$ cat src/design/psp_ram.sv
// Single-port synchronous RAM with registered read data.
// Used for the raw, corrected and peak stores. No package dependency.
module psp_ram #(
    parameter int WIDTH = 16,
    parameter int DEPTH = 256,
    parameter int AW    = (DEPTH > 1) ? $clog2(DEPTH) : 1
) (
    input  logic             i_clk,
    input  logic             i_we,
    input  logic [AW-1:0]    i_addr,
    input  logic [WIDTH-1:0] i_wdata,
    output logic [WIDTH-1:0] o_rdata
);

    logic [WIDTH-1:0] r_mem [DEPTH];
    logic [WIDTH-1:0] r_rdata;

    always_ff @(posedge i_clk) begin
        if (i_we) begin
            r_mem[i_addr] <= i_wdata;
        end
        r_rdata <= r_mem[i_addr];
    end

    assign o_rdata = r_rdata;

endmodule

$ cat config.mk
export PLATFORM = sky130hd
export DESIGN_NAME = psp_ram
export DESIGN_NICKNAME = d
export VERILOG_FILES = /design/src/design/psp_ram.sv
export SDC_FILE = /design/constraint.sdc
export NUM_CORES = 2
export LEC_CHECK = 0
export BUFFER_PORTS_ARGS = -buffer_cell sky130_fd_sc_hd__buf_4
export CORE_MARGIN = 2
export CORE_UTILIZATION = 45
export DETAILED_ROUTE_END_ITERATION = 8
export PLACE_DENSITY_LB_ADDON = 0.12
export SLEW_MARGIN = 30
export SYNTH_ARGS = -nofsm -noshare
export SYNTH_HDL_FRONTEND = slang
export SYNTH_SLANG_ARGS = --single-unit
export TNS_END_PERCENT = 5
$ cat constraint.sdc
create_clock -name i_clk -period 4.63 [get_ports i_clk]
set_input_delay 0.926 -clock i_clk [delete_from_list [all_inputs] [get_ports i_clk]]
set_output_delay 0.926 -clock i_clk [all_outputs]
set_load 0.02 [all_outputs]
==> flow_results.org <==
** Global route
- Wire length of the first global-routing pass :: between 600000 and 700000 um
- Gr usage total :: around 24%
- Pin count of the biggest net entering global routing :: 153
- The via count of the first global-routing pass is roughly 76000.
- GR Overflow Total :: 0
- Number of antenna violations at the first check in global routing :: 17

** Timing
- Worst-case headroom to the max-slew limit :: between 30% and 40%
- Endpoints failing setup :: 0
- Post-route fraction of the period consumed by the critical path :: about four fifths
- Setup repair after global routing left no endpoint under its margin.
- The final count of pins violating max slew was 0.
- The routed design could run at a clock period as short as 3680 ps.
- Summed over all failing endpoints, the final setup total negative slack is 0 ps.
- The number of hold violations in the final report is 0.
- Static timing analysis puts the maximum clock frequency at 272 MHz.
- Slew at the pin with the worst max-slew slack :: between 900 and 1000 ps
- Setup slack closes at between 900 and 1000 ps.
- On the final layout, the worst clock skew is slightly above 50 ps.

** Clock tree
- Maximum number of buffers from clock root to sink :: 4
- TritonCTS built the clock tree.
- For this design, the CTS-stage hold fixing added 0 buffers.
- Once the clock tree was built, the resizer swapped 0 gates to a different size.
- Buffers inserted during post-CTS setup optimization :: 0
- Clk sinks :: around 4100
- H-tree levels :: 5
- Total CTS buffers :: between 400 and 500
- Post-CTS clock slew at the launch and capture registers of the worst setup and hold paths :: approximately 60 ps
- Later-pin clock latency in the skew report :: 970 ps
- Clock tree synthesis selected as its root buffer the cell clkbuf_16.

** Pwr
- Of the total power, registers draw around 52%.
- IR Drop Worst-Case VDD :: approximately 0.34 mV
- Summed over all nets, the switching power comes to 0.0168 W.
- Cell Int Power :: 0.0618 W
- Of the total power, the clock network draws about 43%.
- Net switching is a little over a fifth of the power.
- Pwr Density :: about 440 mW/mm2
- Relative contribution of combinational cells to total power :: a little under 5%
- Standby leakage power :: 56.2 nW

** Cells and area
- Fraction of layout instances using a drive strength above 1 :: about a third
- Layout Cell Area excl Fill :: about 0.18 mm2
- The area growth from synthesis to layout is 16.2%.
- Fill cells :: 26700
- The net count of the finished layout is roughly 7500.

** Drt
- DRC violations left :: 0
- Vias :: 75600
- Length of the first detailed-routing pass in iterations :: 5
- Dividing the detail-routed via count by the number of cells gives between 6 and 7.
- Detailed-route wire length :: 431000 um
- Once detail routing completed, the nets flagged for antenna violations numbered 0.
- In the final routed layout, each cell accounts on average for 34.8 um.
- Count of routing violations after the opening detailed-route iteration :: around 9000

** Synthesis
- Most instantiated flip-flop cell in the synthesis netlist :: edfxtp_1
- Of all flip-flops after synthesis, the portion carrying an async set or reset was 0%.
- Summed over all instances, the cell type with the most area after synthesis is edfxtp_1.
- After synthesis the cells add up to around 0.16 mm2.
- Portion of the post-synthesis area used by sequential elements :: slightly below 80%
- Sorting the synthesized cells by how often they occur yields edfxtp_1, mux4_2, a22oi_1.
- Library cell with the highest instance count after synthesis :: edfxtp_1
- Synth top area cells :: edfxtp_1, mux4_2, a22oi_1, a21oi_1, clkbuf_1
- Counting every net in the synthesized netlist gives 6753.
- Yosys printed 0 warnings.
- Area share of the leading cell type in the synthesized netlist :: just under 80%
- A synthesized cell averages about 23 um2.
- Number of flops mapped to enable cells by yosys :: between 4000 and 5000
- After synthesis the netlist holds a flip-flop and latch count of 4112.
- In this run, distinct cell masters in the synthesized netlist total 22.
- Gate Count Post-Synth :: 6727

** Placed design
- Summed over all nets, the half-perimeter wirelength after detailed placement is about 260000 um.
- Final weighted congestion in routability-driven placement :: slightly above 0.8
- IO Port Bufs :: 41
- Worst setup timing slack at the placement stage :: -59.6 ps
- Post-Place Cell Area :: approximately 0.17 mm2

** Critical path
- Along the worst path, the maximum fanout reaches 49.
- Crit path arrival time :: roughly 4500 ps
- R2r setup slk :: about 1800 ps
- R2R Path Start :: r_mem[239][7]
- The worst setup path is of the in -> reg kind.
- STA classifies the critical path endpoint as a register.
- Type of origin of the critical path :: primary input
- The endpoint identified for the worst register-to-register timing path is o_rdata[7].
- For the worst setup path, the data required time is 5470 ps.
- For the worst flop-to-flop path, the logic depth is 6.

** Hold path
- Number of instances on the worst hold path :: 1
- For hold timing, the worst endpoint is r_mem[126][4].
- The tightest min-delay check is of the in -> reg type.
- Startpoint of the worst hold path :: i_wdata[4]

** Die
- Horizontal extent of the die :: 592 um
- The die covers 0.350 mm2.
- Row generation in the floorplan step produced 215 rows.
- Starting utilization of the core area :: between 40 and 50%
- The floorplan step set the die height to approximately 590 um.
- I/O pin total :: 42
- The core region is between 0.3 and 0.4 mm2.

** Outcome
- The run finished with clean final reports.

** Run
- Number of maximum-capacitance constraint violations :: 0
-- cell families after synthesis --
kind of cell | after synthesis | share of synthesized area, %
and+or+nand+nor | 338 | 0.907
muxes | 1024 | 14.8
DFF | 4112 | 79.4
AOI/OAI and AO/OA | 832 | 3.66
buffers and inverters | 421 | 1.24
-- state kept, by name, summed over array words and instances (netlist names) --
signal / count
r_mem: 4096
o_rdata: 16
-- cell usage in the layout (no fill, tap or decap), types with 5 or more instances in the layout --
| cell type | Yosys | final |
|---|---|---|
| clkinv_4 | 0 | 7 |
| bufinv_16 | 0 | 40 |
| buf_12 | 0 | 92 |
| nand4_1 | 16 | 16 |
| nor2_1 | 232 | 155 |
| nand2_1 | 28 | 20 |
| inv_6 | 0 | 11 |
| nor2_2 | 0 | 73 |
| nor3_2 | 0 | 30 |
| nand3_2 | 0 | 8 |
| dfxtp_1 | 16 | 16 |
| o41ai_2 | 0 | 36 |
| a22oi_1 | 512 | 512 |
| edfxtp_1 | 4096 | 4096 |
| clkinvlp_4 | 0 | 14 |
| o41ai_1 | 64 | 24 |
| nand3_1 | 13 | 5 |
| diode_2 | 0 | 10 |
| a21oi_1 | 256 | 255 |
| buf_4 | 16 | 613 |
| mux4_2 | 1024 | 1024 |
| clkinv_2 | 0 | 84 |
| clkbuf_16 | 0 | 436 |
| buf_8 | 0 | 17 |
| clkbuf_1 | 249 | 72 |
| clkinv_1 | 0 | 114 |
| nand2_2 | 0 | 7 |
-- worst max path at each step --
| stage | startpoint | endpoint | slack (ps) | cells after the start |
|---|---|---|---|---|
| floorplan | i_addr[0] | r_mem[145][0] | 1010 | 7 |
| global placement | i_addr[0] | o_rdata[8] | -400 | 9 |
| detailed placement | i_addr[0] | o_rdata[11] | -60 | 10 |
| CTS | i_addr[0] | o_rdata[11] | 1000 | 10 |
| global route | i_addr[0] | o_rdata[11] | 970 | 10 |
| finish | i_addr[0] | o_rdata[11] | 950 | 10 |
-- power by group through the flow --
stage / Combinational, W / Clock (W) / Sequential (W)
4_1_cts: 0.00389 / 0.0343 / 0.0411
3_5_place_dp: 0.00389 / 0 / 0.0419
2_1_floorplan: 0.00176 / 0 / 0.0419
5_1_grt: 0.00402 / 0.0357 / 0.0411
3_3_place_gp: 0.00383 / 0 / 0.0419
6_report: 0.00382 / 0.0337 / 0.0411
-- routing by layer --
layer	GRT usage [%]	up-vias	part of all wire [%]
met2	39.8	2901	49
met4	6.16	2	2.6
met5	0	-	0.0026
li1	-	30600	-
met3	3.70	521	6.7
met1	35.0	41600	42
-- worst max-delay path, stage by stage --
cell and delay [ps]:
buf_16 380, buf_12 270, buf_12 170, buf_4 260, mux4_2 520, a22oi_1 310, a21oi_1 310, o41ai_1 720
buf_4 300, nand4_1 120
-- cell type report --
cell class	count	area [um2]	area share, %
diodes	10	25.0	0.0139
inverters	1	3.75	0.00208
repair buffers	728	6820	3.78
multi-input cells	2194	31000	17.2
clock buffers	510	11200	6.21
flip-flops and latches	4112	123000	68.3
well taps	4557	5700	3.16
clock inverters	278	2500	1.39
-- metrics by stage --
stage | util, % | hold WS [ps] | std cells | total power, W
after floorplan | - | 819 | 6727 | 0.0436
final | 52.6 | 372 | 12400 | 0.0787
after global placement | 48.6 | 1030 | 11600 | 0.0457
after CTS | 52.6 | 334 | 12400 | 0.0793
after detailed placement | 48.6 | 1040 | 11600 | 0.0458
after global routing | 52.6 | 334 | 12400 | 0.0808
Power figures use the tool's default switching activity.
