===== src/design/psp_pkg.sv =====
// Shared types and constants for the pedestal subtraction / peak finder.
// Used by psp_arith and the top level pedestal_subtract_peak_find_unit.
// No dependencies.
package psp_pkg;

    // Default geometry of the sample frame
    localparam int DEF_NUM_CHIPS         = 4;
    localparam int DEF_CHANNELS_PER_CHIP = 68;
    localparam int DEF_NUM_BUCKETS       = 512;

    // Fixed field widths
    localparam int CMD_W    = 3;
    localparam int CHIP_W   = 2;
    localparam int CHAN_W   = 7;
    localparam int BUCKET_W = 9;
    localparam int SAMPLE_W = 12;
    localparam int VALUE_W  = 16;
    localparam int WS_W     = 9;
    localparam int WL_W     = 10;
    localparam int FRAC_W   = 4;

    // Window sum and the 22.4 dividend
    localparam int SUM_W = SAMPLE_W + WL_W;
    localparam int DIV_W = SUM_W + FRAC_W;

    // Configuration port
    localparam int APB_DATA_W = 32;
    localparam int PADDR_W    = 3;
    localparam logic REG_WINDOW_START  = 1'b0;
    localparam logic REG_WINDOW_LENGTH = 1'b1;

    // Command codes
    localparam logic [CMD_W-1:0] CMD_WRITE_RAW = 3'd0;
    localparam logic [CMD_W-1:0] CMD_COMPUTE   = 3'd1;
    localparam logic [CMD_W-1:0] CMD_READ_CORR = 3'd2;
    localparam logic [CMD_W-1:0] CMD_READ_RAW  = 3'd3;
    localparam logic [CMD_W-1:0] CMD_READ_PEAK = 3'd4;

    // Operations of the shared arithmetic unit
    typedef enum logic [2:0] {
        AR_NOP,
        AR_CLEAR,
        AR_ACC,
        AR_DIV_LOAD,
        AR_DIV_STEP,
        AR_SUB
    } t_arith_op;

    typedef struct packed {
        logic [VALUE_W-1:0] diff;
        logic               borrow;
    } t_arith_res;

    typedef enum logic [3:0] {
        ST_IDLE,
        ST_CHAN,
        ST_ADDR,
        ST_MEM,
        ST_RESULT,
        ST_C_INIT,
        ST_C_CHAN,
        ST_C_SUM,
        ST_C_SUMEND,
        ST_C_DIVLD,
        ST_C_DIV,
        ST_C_PASS_INIT,
        ST_C_PASS,
        ST_C_DRAIN1,
        ST_C_DRAIN2,
        ST_C_PEAK
    } t_state;

endpackage


===== src/design/psp_arith.sv =====
// Shared add/subtract unit: window accumulation, restoring division and
// pedestal minus sample subtraction, one operation per cycle.
// Depends on psp_pkg.
module psp_arith import psp_pkg::*; (
    input  logic               i_clk,
    input  t_arith_op          i_op,
    input  logic [VALUE_W-1:0] i_operand,
    input  logic [WL_W-1:0]    i_divisor,
    output t_arith_res         o_res
);

    logic [SUM_W-1:0]   r_acc;
    logic [DIV_W-1:0]   r_quo;
    logic [WL_W-1:0]    r_rem;
    logic [VALUE_W-1:0] r_diff;
    logic               r_borrow;

    logic [SUM_W-1:0] alu_a;
    logic [SUM_W-1:0] alu_b;
    logic             alu_sub;
    logic [SUM_W:0]   alu_sum;
    logic [WL_W:0]    trial;

    assign trial = {r_rem, r_quo[DIV_W-1]};

    always_comb begin
        alu_a   = '0;
        alu_b   = '0;
        alu_sub = 1'b0;
        unique case (i_op)
            AR_ACC: begin
                alu_a = r_acc;
                alu_b = SUM_W'(i_operand);
            end
            AR_DIV_STEP: begin
                alu_a   = SUM_W'(trial);
                alu_b   = SUM_W'(i_divisor);
                alu_sub = 1'b1;
            end
            AR_SUB: begin
                // pedestal sits in the low quotient bits after division
                alu_a   = SUM_W'(r_quo[VALUE_W-1:0]);
                alu_b   = SUM_W'(i_operand);
                alu_sub = 1'b1;
            end
            default: begin
            end
        endcase
    end

    // carry out set on subtract means no borrow
    assign alu_sum = {1'b0, alu_a} + {1'b0, (alu_sub ? ~alu_b : alu_b)}
                   + (SUM_W+1)'(alu_sub);

    always_ff @(posedge i_clk) begin
        unique case (i_op)
            AR_CLEAR: begin
                r_acc <= '0;
            end
            AR_ACC: begin
                r_acc <= alu_sum[SUM_W-1:0];
            end
            AR_DIV_LOAD: begin
                r_quo <= {r_acc, {FRAC_W{1'b0}}};
                r_rem <= '0;
            end
            AR_DIV_STEP: begin
                r_rem <= alu_sum[SUM_W] ? alu_sum[WL_W-1:0] : trial[WL_W-1:0];
                r_quo <= {r_quo[DIV_W-2:0], alu_sum[SUM_W]};
            end
            AR_SUB: begin
                r_diff   <= alu_sum[VALUE_W-1:0];
                r_borrow <= ~alu_sum[SUM_W];
            end
            default: begin
            end
        endcase
    end

    assign o_res.diff   = r_diff;
    assign o_res.borrow = r_borrow;

endmodule


===== config.mk =====
export PLATFORM = sky130hd
export DESIGN_NAME = psp_arith
export DESIGN_NICKNAME = d
export VERILOG_FILES = /design/src/design/psp_pkg.sv /design/src/design/psp_arith.sv
export SDC_FILE = /design/constraint.sdc
export NUM_CORES = 1
export LEC_CHECK = 0
export ABC_AREA = 1
export ABC_CLOCK_PERIOD_IN_PS = 8700
export BUFFER_PORTS_ARGS = -buffer_cell sky130_fd_sc_hd__clkbuf_2
export CAP_MARGIN = 20
export CORE_ASPECT_RATIO = 2
export CORE_MARGIN = 2
export CORE_UTILIZATION = 64
export DETAILED_ROUTE_END_ITERATION = 10
export PLACE_DENSITY = 0.93
export SLEW_MARGIN = 20
export SYNTH_ARGS = -nofsm -noshare
export SYNTH_HDL_FRONTEND = slang
export SYNTH_SLANG_ARGS = --single-unit

===== constraint.sdc =====
create_clock -name i_clk -period 8.7 [get_ports i_clk]
set_clock_uncertainty 0.1 [all_clocks]
set_input_delay 0.435 -clock i_clk [delete_from_list [all_inputs] [get_ports i_clk]]
set_output_delay 0.435 -clock i_clk [all_outputs]
set_load 0.05 [all_outputs]

==> results of run 1 <==
## logic make-up after synthesis
| kind of cell | count (synthesis) | share of synthesized area [%] |
|---|---|---|
| compound gates | 124 | 15.2 |
| xor+xnor | 12 | 2.40 |
| fa+ha+maj | 22 | 6.03 |
| buf+inv | 96 | 8.02 |
| flops | 75 | 48.0 |
| simple gates | 231 | 20.3 |
## synth_stat cells
master	count	share of area, %
nand2_1	135	11
inv_1	76	6.1
edfxtp_1	75	48
o21ai_0	54	5.8
nor2_1	53	4.2
a21oi_1	34	3.6
nand3_1	23	2.5
ha_1	21	5.6
a22oi_1	19	3.0
clkbuf_1	10	0.80
o211ai_1	8	1.3
xnor2_1	8	1.5
nand2_2	6	0.80
a21o_1	4	0.64
buf_2	4	0.43
nor3_1	4	0.43
nand4_1	3	0.40
xor2_1	3	0.56
and2_1	2	0.27
buf_1	2	0.16
inv_2	2	0.16
nand3_2	2	0.43
a21boi_0	1	0.16
a22o_1	1	0.19
buf_4	1	0.16
buf_6	1	0.24
fa_1	1	0.43
nand2_4	1	0.24
nand3b_1	1	0.16
nor4_1	1	0.13
o21a_1	1	0.16
o21ai_2	1	0.19
o221ai_1	1	0.19
xor2_2	1	0.35
## cells in the final DEF (no fill, tap or decap), types with 2 or more instances in the layout
cell,netlist,routed
nand2_1,135,135
inv_1,76,76
edfxtp_1,75,75
o21ai_0,54,54
nor2_1,53,52
clkbuf_2,0,46
a21oi_1,34,34
nand3_1,23,23
ha_1,21,21
a22oi_1,19,19
clkbuf_16,0,9
o211ai_1,8,8
xnor2_1,8,8
nand2_2,6,6
a21o_1,4,4
nor3_1,4,4
nand4_1,3,3
xor2_1,3,3
inv_2,2,2
nand3_2,2,2
and2_1,2,2
clkinv_1,0,2
buf_4,1,2
## critical path, cell delays in order
cell and delay (ns):
clkbuf_2 0.18, inv_1 0.12, nand3_2 0.55, inv_1 0.81
a21oi_1 0.14, a21oi_1 0.15, ha_1 0.32, a21oi_1 0.24
o21ai_0 0.14, a21oi_1 0.16, nand3_1 0.13, nand2_1 0.09
nand2_2 0.14, nand2_1 0.32, o21ai_0 0.16, nand2_1 0.11
inv_1 0.04
## layer usage
| layer | vias to the layer above | track usage [%] | part of all wire (%) |
|---|---|---|---|
| met5 | - | 0 | 0 |
| met4 | 0 | 17.6 | 4.6 |
| met3 | 47 | 5.58 | 8.3 |
| met2 | 264 | 49.1 | 49 |
| met1 | 1874 | 40.4 | 38 |
| li1 | 1973 | - | - |
## flip-flops by register name (all words and copies together), names as in the netlist
name	flops
r_rem	10
r_borrow	1
r_acc	22
r_diff	16
r_quo	26
## worst max path at each step
stage / startpoint / endpoint / depth (start not counted)
floorplan: i_op[1] / r_rem[3] / 23
global placement: i_op[0] / r_rem[9] / 17
detailed placement: i_op[0] / r_rem[9] / 17
CTS: i_op[0] / r_rem[9] / 17
global route: i_op[0] / r_rem[9] / 17
finish: i_op[0] / r_rem[9] / 17
## final cells by class
class | instances | area [um2] | share of cell area (%)
multi-input combinational | 389 | 2070 | 39.3
timing repair buffer | 48 | 245 | 4.66
clock buffer | 9 | 225 | 4.28
inverter | 78 | 293 | 5.56
tap | 92 | 115 | 2.19
clock inverter | 7 | 67.6 | 1.28
sequential | 75 | 2250 | 42.8
## power by group through the flow
stage | combinational (W) | sequential [W] | clock, W
4_1_cts | 0.000144 | 0.000428 | 0.000370
2_1_floorplan | 0.0000907 | 0.000445 | 0
6_report | 0.000146 | 0.000428 | 0.000373
3_3_place_gp | 0.000138 | 0.000435 | 0
3_5_place_dp | 0.000142 | 0.000435 | 0
5_1_grt | 0.000161 | 0.000430 | 0.000385
## metrics by stage
| stage | setup slack (ns) | utilization (%) | hold WS [ns] |
|---|---|---|---|
| after floorplan | 5.47 | - | 0.394 |
| after global placement | 4.38 | 69.5 | 0.403 |
| after detailed placement | 4.20 | 69.5 | 0.432 |
| after CTS | 4.52 | 73.6 | 0.436 |
| after global routing | 4.03 | 73.6 | 0.461 |
| final | 4.44 | 73.6 | 0.434 |
==> results.py, run 1 <==
metrics = {
    "run_status": {
        "status": "finished clean",
    },
    "placement": {
        "hpwl_um": 8650,
        "dpl_cell_area_um2": 4970,
        "place_inst": 682,
        "gp_congestion": 0.968,
        "numPortBuffers": 46,
    },
    "cts": {
        "clk_latency_ns": 0.34,
        "h-tree-depth": 3,
        "cts_tree": "yes",
        "cts_hold_buf": 0,
        "cts.path.max_buffers": 2,
        "post_cts_resized": 0,
        "postCtsSetupBuffers": 0,
        "clock-sinks": 75,
        "clkTransAtPathRegs_ns": 0.06,
        "root_buffer": "clkbuf_16",
        "numCtsBuffers": 9,
    },
    "routing": {
        "drt_iter0_drc": 590,
        "drt-vias-per-instance": 5.96,
        "vias": 4158,
        "post_drt_wl_per_cell_um": 16.9,
        "detail_route.first_pass.iterations": 6,
        "route.detailed.drc": 0,
        "antenna_left": 0,
        "drt-total-wl_um": 11800,
    },
    "worst_hold_path": {
        "holdPathEnd": "r_quo[24]",
        "min_path_type": "reg2reg",
        "min_from": "r_quo[23]",
        "whs_path_depth": 2,
    },
    "finish": {
        "nets": 653,
        "stdcell_count": 698,
        "layout-drive-gt1-share_pct": 12.5,
        "num_antenna_cells": 0,
        "syn_to_final_growth_pct": 12.2,
        "nFillCells": 541,
        "design_area_um2": 5270,
    },
    "pwr": {
        "seqPwrFrac_pct": 45.2,
        "peakVddDrop_mv": 0.130,
        "p_comb_share_pct": 15.4,
        "p_per_area_nw_per_um2": 180,
        "clockPowerShare_pct": 39.4,
        "p_leak_nw": 2.42,
        "p_int_w": 0.000685,
        "p_sw_share_pct": 27.7,
        "power.total_w": 0.000947,
        "power.switching_w": 0.000262,
    },
    "grt": {
        "grt_pass1_wl_um": 19100,
        "antenna_found_initial": 0,
        "gr-total-overflow": 0,
        "grt_pass1_vias": 3979,
        "grt_max_degree": 39,
        "grt_use_total_pct": 31.2,
    },
    "worst_setup_path": {
        "r2r-start": "r_quo[25]",
        "crit_type": "in2reg",
        "reg2reg_to": "r_acc[20]",
        "end_kind": "register",
        "arrival_ns": 4.27,
        "r2r_setup_slack_ns": 5.77,
        "crit_fanout": 33,
        "cp.required_ns": 8.71,
        "worstRegToRegCells": 16,
        "start_kind": "input pin",
    },
    "die": {
        "die-area_um2": 8080,
        "die_w_um": 64.6,
        "ios": 47,
        "dieHeight_um": 125,
        "core_um2": 7160,
        "num_rows": 44,
        "start_util_pct": 65.6,
    },
    "yosys": {
        "seq_area_frac_synth_pct": 48.0,
        "synth_nets": 612,
        "syn_avg_cell_area_um2": 8.38,
        "synth-seq-cells": 75,
        "synth_cells": 560,
        "yosysUniqueCellTypes": 34,
        "yosys_warnings": 0,
        "syn-cell-area_um2": 4690,
    },
    "timing": {
        "max-slew-margin-rel_pct": 34.2,
        "setup_violations": 0,
        "grt_setup_unrepaired": "false",
        "fmax_mhz": 235,
        "finalSetupTns_ns": 0,
        "maxSlewViolCount": 0,
        "worst_pin_slew_ns": 0.985,
        "hold_violations": 0,
        "period_needed_ns": 4.26,
        "finalCritPeriodShare_pct": 49.0,
    },
    "job": {
        "cap_violations": 0,
    },
}
No activity file was read; power rests on OpenSTA's default activity.
==> inputs of run 2 (changes only) <==
--- a/config.mk
+++ b/config.mk
@@ -6,14 +6,14 @@
 export NUM_CORES = 1
 export LEC_CHECK = 0
 export ABC_AREA = 1
-export ABC_CLOCK_PERIOD_IN_PS = 8700
+export ABC_CLOCK_PERIOD_IN_PS = 3600
 export BUFFER_PORTS_ARGS = -buffer_cell sky130_fd_sc_hd__clkbuf_2
 export CAP_MARGIN = 20
 export CORE_ASPECT_RATIO = 2
 export CORE_MARGIN = 2
-export CORE_UTILIZATION = 64
+export CORE_UTILIZATION = 54
 export DETAILED_ROUTE_END_ITERATION = 10
-export PLACE_DENSITY = 0.93
+export PLACE_DENSITY = 0.85
 export SLEW_MARGIN = 20
 export SYNTH_ARGS = -nofsm -noshare
 export SYNTH_HDL_FRONTEND = slang
==> constraint.sdc (replaced) <==
create_clock -name i_clk -period 3.6 [get_ports i_clk]
set_clock_uncertainty 0.1 [all_clocks]
set_input_delay 0.18 -clock i_clk [delete_from_list [all_inputs] [get_ports i_clk]]
set_output_delay 0.18 -clock i_clk [all_outputs]
set_load 0.05 [all_outputs]
==> run 2 against run 1 <==
Core utilization down 9.9 points. Sequential power up 140%. Die area up 18%. Via count up 3.2%. Final cell count up 3.4%. Setup slack worse by 4.0 ns. Sequential cell count unchanged. Sequential share of layout area down 1.3 points.
==> results.py, run 2 (synthesis gave the netlist of run 1 again) <==
metrics = {
    "timing": {
        "max-slew-margin-rel_pct": 55.9,
        "finalSetupTns_ns": 0,
        "hold_violations": 0,
        "maxSlewViolCount": 0,
        "fmax_mhz": 312,
        "grt_setup_unrepaired": "false",
        "worst_pin_slew_ns": 0.660,
        "setup_violations": 0,
        "finalCritPeriodShare_pct": 88.9,
        "hold_ws_ns": 0.261,
        "fin_ws_ns": 0.400,
        "period_needed_ns": 3.20,
    },
    "worst_setup_path": {
        "crit_fanout": 38,
        "worstRegToRegCells": 13,
        "cp.required_ns": 3.60,
        "crit_type": "in2reg",
        "r2r_setup_slack_ns": 0.56,
        "reg2reg_to": "r_rem[9]",
        "r2r-start": "r_acc[13]",
        "start_kind": "input pin",
        "end_kind": "register",
        "arrival_ns": 3.20,
    },
    "placement": {
        "hpwl_um": 10600,
        "numPortBuffers": 46,
        "gp_congestion": 1.04,
        "post-place-ws_ns": 0.109,
    },
    "run_status": {
        "status": "finished clean",
    },
    "finish": {
        "layout-drive-gt1-share_pct": 15.1,
        "layout_commonest_cell": "nand2_1",
        "postLayoutCoreUtil_pct": 63.7,
        "syn_to_final_growth_pct": 15.7,
        "num_antenna_cells": 0,
        "nets": 669,
        "regMostFlops": "r_quo",
        "largest_reg_flops": 26,
        "final_cell_mix": "nand2_1 (135), inv_1 (76), edfxtp_1 (75)",
        "reg.largest.list": "r_quo: 26 flops, r_acc: 22 flops, r_diff: 16 flops",
    },
    "die": {
        "die-area_um2": 9500,
        "core_um2": 8530,
        "dieHeight_um": 136,
        "start_util_pct": 55.0,
        "die_w_um": 69.9,
        "ios": 47,
        "num_rows": 48,
    },
    "routing": {
        "drt_iter0_drc": 485,
        "post_drt_wl_per_cell_um": 19.2,
        "drt-vias-per-instance": 5.94,
        "detail_route.first_pass.iterations": 5,
        "antenna_left": 0,
        "drt-total-wl_um": 13900,
        "route.detailed.drc": 0,
        "vias": 4289,
    },
    "grt": {
        "grt_use_total_pct": 30.4,
        "grt_pass1_vias": 4350,
        "antenna_found_initial": 0,
        "gr-total-overflow": 0,
        "grt_pass1_wl_um": 21900,
        "grt_max_degree": 39,
    },
    "cts": {
        "clock-sinks": 75,
        "cts_hold_buf": 0,
        "h-tree-depth": 3,
        "cts_tree": "yes",
        "clk_latency_ns": 0.34,
        "root_buffer": "clkbuf_16",
        "clkTransAtPathRegs_ns": 0.07,
        "post_cts_resized": 0,
        "cts.path.max_buffers": 2,
        "numCtsBuffers": 9,
        "postCtsSetupBuffers": 0,
    },
    "worst_hold_path": {
        "min_from": "i_operand[0]",
        "min_path_type": "in2reg",
        "whs_path_depth": 4,
        "holdPathEnd": "r_diff[0]",
    },
    "pwr": {
        "p_leak_nw": 2.51,
        "peakVddDrop_mv": 0.251,
        "p_per_area_nw_per_um2": 436,
    },
    "job": {
        "cap_violations": 0,
    },
}
run 2: cell types whose count changed in the layout (fill, tap and decap cells not counted):
cell / previous run / this run
buf_12: 0 / 1
buf_4: 2 / 16
buf_8: 0 / 1
clkinv_1: 2 / 0
clkinv_2: 1 / 0
clkinv_4: 1 / 0
clkinvlp_4: 1 / 2
inv_6: 1 / 3
inv_8: 0 / 1
run 2: report_power, final:
| group | internal, W | leakage (nW) | total (W) | switching [W] |
|---|---|---|---|---|
| combinational | 0.000115 | 1.66 | 0.000378 | 0.000263 |
| clock | 0.000549 | 0.145 | 0.000954 | 0.000404 |
| sequential | 0.00102 | 0.713 | 0.00103 | 0.0000158 |
| total | 0.00168 | 2.51 | 0.00237 | 0.000683 |
run 2: metal layers:
layer | up-vias | global-route usage (%) | share of wire [%]
li1 | 1999 | - | -
met1 | 2013 | 31.5 | 34
met2 | 203 | 54.3 | 52
met3 | 74 | 5.26 | 5.7
met4 | 0 | 21.8 | 8.1
met5 | - | 0 | 0
run 2: how the worst max path moves through the flow:
stage	start	to	depth (start not counted)
finish	i_op[1]	r_rem[9]	20
global route	i_op[1]	r_rem[9]	20
CTS	i_op[1]	r_rem[9]	20
detailed placement	i_op[1]	r_rem[9]	20
global placement	i_op[1]	r_rem[9]	20
floorplan	i_op[1]	r_rem[3]	23
run 2: critical path, stage by stage:
cell	delay [ns]
clkbuf_2	0.17
inv_2	0.12
nand2_2	0.14
nor2_2	0.17
buf_12	0.23
a22oi_1	0.13
o21ai_0	0.26
ha_1	0.36
a21oi_1	0.22
nor2_1	0.06
nor2_1	0.12
nand2_1	0.07
nand2_1	0.05
nand3_1	0.09
nand2_1	0.10
nand2_2	0.06
nand2_1	0.32
o21ai_0	0.18
nand2_1	0.11
inv_1	0.05
run 2: through the flow:
stage               cell area, um2  power (W)  instances
finish                        5430    0.00237        722
global route                  5430    0.00244        722
CTS                           5420    0.00236        721
detailed placement            5110    0.00142        705
global placement              5110    0.00141        705
floorplan                     4690    0.00129        560
run 2: final cells by class:
class / instances / area (um2)
Clock buffer: 9 / 225
Sequential cell: 75 / 2250
Clock inverter: 7 / 82.6
Inverter: 78 / 293
Fill cell: 731 / 3100
Tap cell: 100 / 125
Timing Repair Buffer: 64 / 385
Multi-Input combinational cell: 389 / 2070
